**config.mk**
```make
export PLATFORM = sky130hd
export DESIGN_NAME = console_line_discipline
export DESIGN_NICKNAME = d
export VERILOG_FILES = /design/src/rtl/cld_pkg.sv /design/src/rtl/cld_ram.sv /design/src/rtl/cld_core.sv /design/src/rtl/console_line_discipline.sv
export SDC_FILE = /design/constraint.sdc
export NUM_CORES = 1
export LEC_CHECK = 0
export BUFFER_PORTS_ARGS = -buffer_cell sky130_fd_sc_hd__buf_2
export CELL_PAD_IN_SITES_DETAIL_PLACEMENT = 0
export CELL_PAD_IN_SITES_GLOBAL_PLACEMENT = 1
export CORE_MARGIN = 5
export CORE_UTILIZATION = 35
export CTS_CLUSTER_DIAMETER = 60
export DETAILED_ROUTE_END_ITERATION = 16
export PLACE_DENSITY = 0.62
export SLEW_MARGIN = 20
export SYNTH_ARGS = -nofsm -noshare
export SYNTH_HDL_FRONTEND = slang
export SYNTH_SLANG_ARGS = --single-unit
```
**constraint.sdc**
```tcl
create_clock -name clock -period 8.78 [get_ports clock]
set_input_delay 2.634 -clock clock [delete_from_list [all_inputs] [get_ports clock]]
set_output_delay 2.634 -clock clock [all_outputs]
set_load 0.01 [all_outputs]
```
**src/rtl/cld_pkg.sv**
```systemverilog
`timescale 1ns / 1ps
// ----------------------------------------------------------------------------
// cld_pkg
// Shared types and codes for the console line discipline: result kinds,
// control characters, sequencer states and the result record.
// ----------------------------------------------------------------------------
package cld_pkg;

   // Result kinds
   localparam logic [2:0] KIND_NONE      = 3'd0;
   localparam logic [2:0] KIND_ECHO      = 3'd1;
   localparam logic [2:0] KIND_ERASE     = 3'd2;
   localparam logic [2:0] KIND_INTERRUPT = 3'd3;
   localparam logic [2:0] KIND_READ_BYTE = 3'd4;
   localparam logic [2:0] KIND_EMPTY     = 3'd5;
   localparam logic [2:0] KIND_EOF       = 3'd6;

   // Control characters
   localparam logic [7:0] CH_NUL  = 8'h00;
   localparam logic [7:0] CH_INTR = 8'h03;
   localparam logic [7:0] CH_EOF  = 8'h04;
   localparam logic [7:0] CH_BS   = 8'h08;
   localparam logic [7:0] CH_LF   = 8'h0A;
   localparam logic [7:0] CH_CR   = 8'h0D;
   localparam logic [7:0] CH_KILL = 8'h15;
   localparam logic [7:0] CH_DEL  = 8'h7F;

   // Request modes
   localparam logic MODE_CHAR = 1'b0;
   localparam logic MODE_READ = 1'b1;

   typedef enum logic {
      ST_IDLE,
      ST_READ
   } cld_state_type;

   typedef struct packed {
      logic [2:0] kind;
      logic [7:0] out_char;
      logic [7:0] erase_count;
      logic       wake_readers;
      logic       line_end;
   } cld_result_type;

endpackage

```
**src/rtl/cld_ram.sv**
```systemverilog
`timescale 1ns / 1ps
// ----------------------------------------------------------------------------
// cld_ram
// Generic single-write, single-read synchronous RAM with registered read.
// ----------------------------------------------------------------------------
module cld_ram #(
   parameter int WIDTH = 8,
   parameter int DEPTH = 128
) (
   input  logic                     clock,
   input  logic                     wr_en,
   input  logic [$clog2(DEPTH)-1:0] wr_addr,
   input  logic [WIDTH-1:0]         wr_data,
   input  logic                     rd_en,
   input  logic [$clog2(DEPTH)-1:0] rd_addr,
   output logic [WIDTH-1:0]         rd_data
);

   logic [WIDTH-1:0] mem_ff [DEPTH];
   logic [WIDTH-1:0] rd_data_ff;

   always_ff @(posedge clock) begin
      if (wr_en) begin
         mem_ff[wr_addr] <= wr_data;
      end
      if (rd_en) begin
         rd_data_ff <= mem_ff[rd_addr];
      end
   end

   assign rd_data = rd_data_ff;

endmodule

```
**src/rtl/cld_core.sv**
```systemverilog
`timescale 1ns / 1ps
// ----------------------------------------------------------------------------
// cld_core
// Line editing engine: ring positions, line store and the read sequencer.
// ----------------------------------------------------------------------------
module cld_core #(
   parameter int BUFFER_DEPTH = 128
) (
   input  logic                    clock,
   input  logic                    reset,
   input  logic                    req_valid,
   output logic                    req_ready,
   input  logic                    req_mode,
   input  logic [7:0]              req_char,
   input  logic                    req_started,
   input  logic                    out_room,
   output logic                    res_valid,
   output cld_pkg::cld_result_type res
);

   localparam int AW = $clog2(BUFFER_DEPTH);
   localparam int PW = $clog2(2 * BUFFER_DEPTH);
   localparam int CW = (PW > 8) ? PW : 8;

   localparam logic [PW-1:0] POS_LAST   = PW'(2 * BUFFER_DEPTH - 1);
   localparam logic [PW-1:0] POS_DEPTH  = PW'(BUFFER_DEPTH);
   localparam logic [PW-1:0] POS_ALMOST = PW'(BUFFER_DEPTH - 1);
   localparam logic [PW:0]   POS_MOD    = (PW + 1)'(2 * BUFFER_DEPTH);

   function automatic logic [PW-1:0] pos_inc(input logic [PW-1:0] p);
      return (p == POS_LAST) ? '0 : p + PW'(1);
   endfunction

   function automatic logic [PW-1:0] pos_dec(input logic [PW-1:0] p);
      return (p == '0) ? POS_LAST : p - PW'(1);
   endfunction

   function automatic logic [PW-1:0] pos_diff(input logic [PW-1:0] a,
                                              input logic [PW-1:0] b);
      logic [PW:0] wide;
      wide = {1'b0, a} + POS_MOD - {1'b0, b};
      return (a >= b) ? (a - b) : wide[PW-1:0];
   endfunction

   function automatic logic [AW-1:0] pos_slot(input logic [PW-1:0] p);
      logic [PW-1:0] s;
      s = (p >= POS_DEPTH) ? (p - POS_DEPTH) : p;
      return s[AW-1:0];
   endfunction

   cld_pkg::cld_state_type state_ff, state_in;
   logic [PW-1:0] read_ff, read_in;
   logic [PW-1:0] commit_ff, commit_in;
   logic [PW-1:0] edit_ff, edit_in;
   logic          started_ff, started_in;

   logic          accept;
   logic          wr_en;
   logic [7:0]    wr_data;
   logic          rd_en;
   logic [7:0]    rd_data;
   logic [PW-1:0] used;
   logic [PW-1:0] pending;
   logic [CW-1:0] pending_ext;
   logic [7:0]    stored;

   cld_ram #(
      .WIDTH (8),
      .DEPTH (BUFFER_DEPTH)
   ) u_line_store (
      .clock   (clock),
      .wr_en   (wr_en),
      .wr_addr (pos_slot(edit_ff)),
      .wr_data (wr_data),
      .rd_en   (rd_en),
      .rd_addr (pos_slot(read_ff)),
      .rd_data (rd_data)
   );

   always_ff @(posedge clock) begin
      if (reset) begin
         state_ff  <= cld_pkg::ST_IDLE;
         read_ff   <= '0;
         commit_ff <= '0;
         edit_ff   <= '0;
      end else begin
         state_ff  <= state_in;
         read_ff   <= read_in;
         commit_ff <= commit_in;
         edit_ff   <= edit_in;
      end
      started_ff <= started_in;
   end

   always_comb begin
      state_in    = state_ff;
      read_in     = read_ff;
      commit_in   = commit_ff;
      edit_in     = edit_ff;
      started_in  = started_ff;
      wr_en       = 1'b0;
      rd_en       = 1'b0;
      res_valid   = 1'b0;
      res         = '0;
      used        = pos_diff(edit_ff, read_ff);
      pending     = pos_diff(edit_ff, commit_ff);
      pending_ext = CW'(pending);
      stored      = (req_char == cld_pkg::CH_CR) ? cld_pkg::CH_LF : req_char;
      wr_data     = stored;
      req_ready   = (state_ff == cld_pkg::ST_IDLE) && out_room;
      accept      = req_valid && req_ready;

      case (state_ff)
         cld_pkg::ST_IDLE: begin
            if (accept) begin
               if (req_mode == cld_pkg::MODE_READ) begin
                  if (read_ff == commit_ff) begin
                     res_valid = 1'b1;
                     res.kind  = cld_pkg::KIND_EMPTY;
                  end else begin
                     // fetch the next committed byte, decide next cycle
                     rd_en      = 1'b1;
                     started_in = req_started;
                     state_in   = cld_pkg::ST_READ;
                  end
               end else begin
                  res_valid = 1'b1;
                  if (req_char == cld_pkg::CH_NUL) begin
                     res.kind = cld_pkg::KIND_NONE;
                  end else if (req_char == cld_pkg::CH_BS ||
                               req_char == cld_pkg::CH_DEL) begin
                     if (edit_ff != commit_ff) begin
                        edit_in         = pos_dec(edit_ff);
                        res.kind        = cld_pkg::KIND_ERASE;
                        res.erase_count = 8'd1;
                     end
                  end else if (req_char == cld_pkg::CH_KILL) begin
                     if (pending != '0) begin
                        edit_in         = commit_ff;
                        res.kind        = cld_pkg::KIND_ERASE;
                        res.erase_count = (pending_ext > CW'(255)) ? 8'd255
                                                                  : pending_ext[7:0];
                     end
                  end else if (req_char == cld_pkg::CH_INTR) begin
                     res.kind = cld_pkg::KIND_INTERRUPT;
                  end else if (used < POS_DEPTH) begin
                     wr_en        = 1'b1;
                     edit_in      = pos_inc(edit_ff);
                     res.kind     = cld_pkg::KIND_ECHO;
                     res.out_char = stored;
                     if (stored == cld_pkg::CH_LF || stored == cld_pkg::CH_EOF ||
                         used == POS_ALMOST) begin
                        commit_in        = pos_inc(edit_ff);
                        res.wake_readers = 1'b1;
                     end
                  end
               end
            end
         end
         cld_pkg::ST_READ: begin
            res_valid = 1'b1;
            state_in  = cld_pkg::ST_IDLE;
            if (rd_data == cld_pkg::CH_EOF) begin
               res.kind = cld_pkg::KIND_EOF;
               if (!started_ff) begin
                  read_in = pos_inc(read_ff);
               end
            end else begin
               read_in      = pos_inc(read_ff);
               res.kind     = cld_pkg::KIND_READ_BYTE;
               res.out_char = rd_data;
               res.line_end = (rd_data == cld_pkg::CH_LF);
            end
         end
         default: begin
            state_in = cld_pkg::ST_IDLE;
         end
      endcase
   end

endmodule

```
**src/rtl/console_line_discipline.sv**
```systemverilog
`timescale 1ns / 1ps
// ----------------------------------------------------------------------------
// console_line_discipline
// Canonical console line editor over a ring of BUFFER_DEPTH bytes.
// ----------------------------------------------------------------------------
// Usage:
//   req channel: each item is a received character (tuser 0) or a request
//   to read one byte (tuser 1). Every item yields exactly one rsp item.
//   rsp channel: tuser carries the result kind, tlast flags a returned
//   newline, tdata carries the echoed or read byte, the erase count and the
//   wake flag for readers.
//   Timing: a received character or a read that finds nothing committed
//   is finished when it is accepted, and its result is on rsp in the next
//   cycle. A read that finds a committed byte first fetches it through the
//   registered read of the line store memory and is decided in ST_READ.
//   One item is worked at a time.
//   Reset: ring positions return to zero; the line store is not cleared,
//   since no entry is read before it is written. No clearing pass runs.
//   Stall: the result waits in the rsp output register while rsp_tready is
//   low; req_tready stays low until that register drains or is taken in
//   the same cycle.
// ----------------------------------------------------------------------------
module console_line_discipline #(
   parameter int BUFFER_DEPTH = 128
) (
   input  logic        clock,
   input  logic        reset,
   input  logic        req_tvalid,
   output logic        req_tready,
   input  logic [15:0] req_tdata,   // [7:0] char_in, [8] read_started, [15:9] zero
   input  logic        req_tuser,   // [0] mode
   output logic        rsp_tvalid,
   input  logic        rsp_tready,
   output logic [23:0] rsp_tdata,   // [7:0] out_char, [15:8] erase_count,
                                    // [16] wake_readers, [23:17] zero
   output logic [2:0]  rsp_tuser,   // [2:0] kind
   output logic        rsp_tlast    // line_end
);

   logic                    out_room;
   logic                    res_valid;
   cld_pkg::cld_result_type res;

   // output register: holds one finished result while the receiver stalls
   logic                    rsp_valid_ff, rsp_valid_in;
   cld_pkg::cld_result_type rsp_ff, rsp_in;

   // the engine may finish an item whenever the output register is free
   // or is being taken in this cycle
   assign out_room = !rsp_valid_ff || rsp_tready;

   cld_core #(
      .BUFFER_DEPTH (BUFFER_DEPTH)
   ) u_core (
      .clock       (clock),
      .reset       (reset),
      .req_valid   (req_tvalid),
      .req_ready   (req_tready),
      .req_mode    (req_tuser),
      .req_char    (req_tdata[7:0]),
      .req_started (req_tdata[8]),
      .out_room    (out_room),
      .res_valid   (res_valid),
      .res         (res)
   );

   always_comb begin
      rsp_valid_in = rsp_valid_ff;
      rsp_in       = rsp_ff;
      // drop the held result once taken
      if (rsp_valid_ff && rsp_tready) begin
         rsp_valid_in = 1'b0;
      end
      // load a new result; the engine only finishes when there is room
      if (res_valid) begin
         rsp_valid_in = 1'b1;
         rsp_in       = res;
      end
   end

   always_ff @(posedge clock) begin
      if (reset) begin
         rsp_valid_ff <= 1'b0;
      end else begin
         rsp_valid_ff <= rsp_valid_in;
      end
      rsp_ff <= rsp_in;
   end

   assign rsp_tvalid = rsp_valid_ff;
   assign rsp_tuser  = rsp_ff.kind;
   assign rsp_tlast  = rsp_ff.line_end;
   assign rsp_tdata  = {7'd0, rsp_ff.wake_readers, rsp_ff.erase_count, rsp_ff.out_char};

endmodule

```
==> results.md <==
- Status: finished clean
- Share of the synthesized area in the top cell type: 73.0%
- YS warnings: 0
- Static Leakage: 0.0148 µW
- Worst setup EP type: flop
- Wire length per cell: 27.2 µm
- GR Util met3: 2.87%
- TritonCTS Buffers: about 110
- Number of remaining DRC errors: 0
- Most used DFF post-synth: edfxtp_1
- Worst Hold Class: flop to flop
- Rows: 129
- Distinct cell type count after synthesis: 68
- DP HPWL: 65900 µm
- Clock root cell: clkbuf_16
- # resized after CTS: 0
- I/O Buffers: 36
- GPL Wtd Cong: 0.811
- Comb power frac: 4.0%
- TNS Setup: 0 ns
- Grt met1 use: 23.1%
- Part of the cycle the worst path needs: 70.3%
- Slew @ Worst Pin: ~1.2 ns
- Clock skew: approximately 0.021 ns
- Clock transition at path regs: 0.06 ns
- CTS tree: done
- Crit path max fanout: 67
- Worst-Skew Late Latency: 0.69 ns
- Vias per cell: 5.45
- Ys async rst share: 0%
- Critical path class: input port to flop
- NetSw: 2310 µW
- Die area: approximately 0.13 mm²
- Worst Slack Setup Final: 2.61 ns
- Fin Hold WS: 0.576 ns
- Largest net degree at the start of global routing: 120
- Post-synth EDFFs: 1054
- Final Hold Fails: 0
- Minimum clock period: 6.17 ns
- Average size of a mapped cell: 19.5 µm²
- Initial antenna violation count: 1
- Boundary pin count: 51
- Yosys reg bits: 1080
- Post-DRT Antenna Nets: 0
- Layout cells sized above 1: 22.5%
- Max transition margin: 23.1%
- Netlist Area Pre-Place: 0.0433 mm²
- Critical path arrival: 6.48 ns
- Cell Pwr Density: roughly 220 mW/mm²
- Clk sinks: 1080
- Setup violations, final: 0
- Worst slack at placement: 1.84 ns
- DIE WIDTH: 362 µm
- Die height: 362 µm
- Nets: approximately 2300
- Non-filler instance count after layout: 4014
- Int Pwr: 8630 µW
- Core footprint: approximately 0.12 mm²
- Final wirelength: ~110000 µm
- Synth Instances: 2224
- Clock Path Buffers: 3
- Cts hold-fix bufs: 0
- Switch share: roughly a fifth
- Via Count: 21900
- Initial DRC Count: ~2200
- DRT Pass-1 Iters: 5
- RSZ-0062 raised after global routing: false
- Synth top cells by count: edfxtp_1, mux4_2, nor2_1, nand2_1, a21oi_1
- Pins Over Slew Limit: 0
- Seq/Total Area, Yosys: around three quarters
- Initial Utilization: 35.1%
- Global route overflow: 0
- Global-route wire length before repair: 158000 µm
- Gr busiest metal: met2
- Max_cap viols: 0
- P&R area growth vs syn: 13.1%
- Top-count cell post-synth: edfxtp_1
- Met2 Use GR: 26.5%
- Vias in the first global route: 22400
- Post-Place Cells: 3805
- Number of post-CTS setup repair buffers: 0
- Setup crit start kind: input port
- Fmax: 162 MHz
- Leading area contributor after synthesis: edfxtp_1
- Area contributors post-synth: edfxtp_1, mux4_2, nor2_1, dfxtp_1, mux2i_1
- GRT Total Usage: between 10% and 20%
- # H-tree levels: 3
- Clock Power Share: 43.9%
- Peak supply drop: 0.218 mV
- WP data required: 9.09 ns
- Reg power frac: 52.1%
cell families after synthesis:
logic type | count (synthesis) | share of synthesized area, %
compound gates | 204 | 3.17
xor+xnor | 28 | 0.566
fa+ha+maj | 21 | 0.641
buf+inv | 156 | 1.74
flops | 1080 | 74.2
mux | 323 | 15.4
other cells | 1 | 0.00865
simple gates | 411 | 4.26
power groups by stage:
stage                     sequential (µW)  combinational (µW)  clock (µW)
final                                5700                 435        4810
after CTS                            5700                 438        4900
after global routing                 5700                 472        5100
after global placement               5810                 427           0
after detailed placement             5810                 437           0
after floorplan                      5810                 257           0
area by class of cell:
class                           instances  area [µm²]
Clock buffer                          141        2980
Tap cell                             1637        2050
Antenna cell                            1        2.50
Inverter                               24        90.1
Sequential cell                      1080       32200
Clock inverter                         66         751
Timing Repair Buffer                   71         505
Fill cell                           11000       74300
Multi-Input combinational cell        994       10500
layout by cell type, fill, tap and decap left out, types with 8 or more instances in the layout:
cell	netlist	layout
bufinv_16	0	15
and3_1	18	18
clkbuf_1	55	26
clkinv_2	0	14
edfxtp_1	1054	1054
ha_1	19	19
buf_4	23	36
a22o_1	10	10
o21ai_0	31	31
nor3_1	11	11
dfxtp_1	26	23
buf_2	34	31
a21oi_1	56	56
a311oi_1	11	11
xnor2_1	22	22
inv_1	20	19
nor2_1	185	185
nand3_1	24	24
mux4_2	274	274
nor4_1	9	8
nand4_1	14	14
a211oi_1	19	19
clkinv_1	1	25
nand2_1	109	107
clkbuf_16	0	115
mux2i_1	44	44
o22ai_1	12	12
metrics by stage:
stage	util [%]	instance area [µm²]	total power, µW
floorplan	-	43400	6070
global placement	36.7	45300	6240
detailed placement	36.7	45300	6250
CTS	39.7	49000	11000
global route	39.8	49000	11300
finish	39.8	49000	10900
worst max-delay path, stage by stage:
cell and delay (ns):
buf_4 0.60, nand4b_1 0.29, a21oi_1 0.12, or3_1 0.38
nor4_2 0.58, buf_4 0.33, nand2_2 0.60, nor2_1 0.92
registers in the layout, summed over array words and instances (netlist names):
register	flops
u_core.u_line_store.mem_ff	1024
rsp_tdata	17
u_core.commit_ff	8
u_core.edit_ff	8
u_core.read_ff	8
u_core.u_line_store.rd_data	8
rsp_tuser	3
rsp_tlast	1
rsp_tvalid	1
u_core.started_ff	1
u_core.state_ff	1
layer usage:
layer,share of wire (%),up-vias
li1,-,9233
met1,43,11700
met2,48,790
met3,6.4,175
met4,2.5,0
met5,0,-
worst paths after layout:
kind	from	end	slack [ns]	depth (start not counted)
worst min-delay path	u_core.commit_ff[3]	u_core.commit_ff[3]	0.58	2
worst min register to register	u_core.commit_ff[3]	u_core.commit_ff[3]	0.58	2
worst max-delay path	req_tdata[7]	u_core.u_line_store.mem_ff[111][7]	2.61	8
worst max register to register	u_core.read_ff[5]	u_core.u_line_store.mem_ff[111][7]	2.90	10
Note: power is estimated with default switching activity, not from simulation.
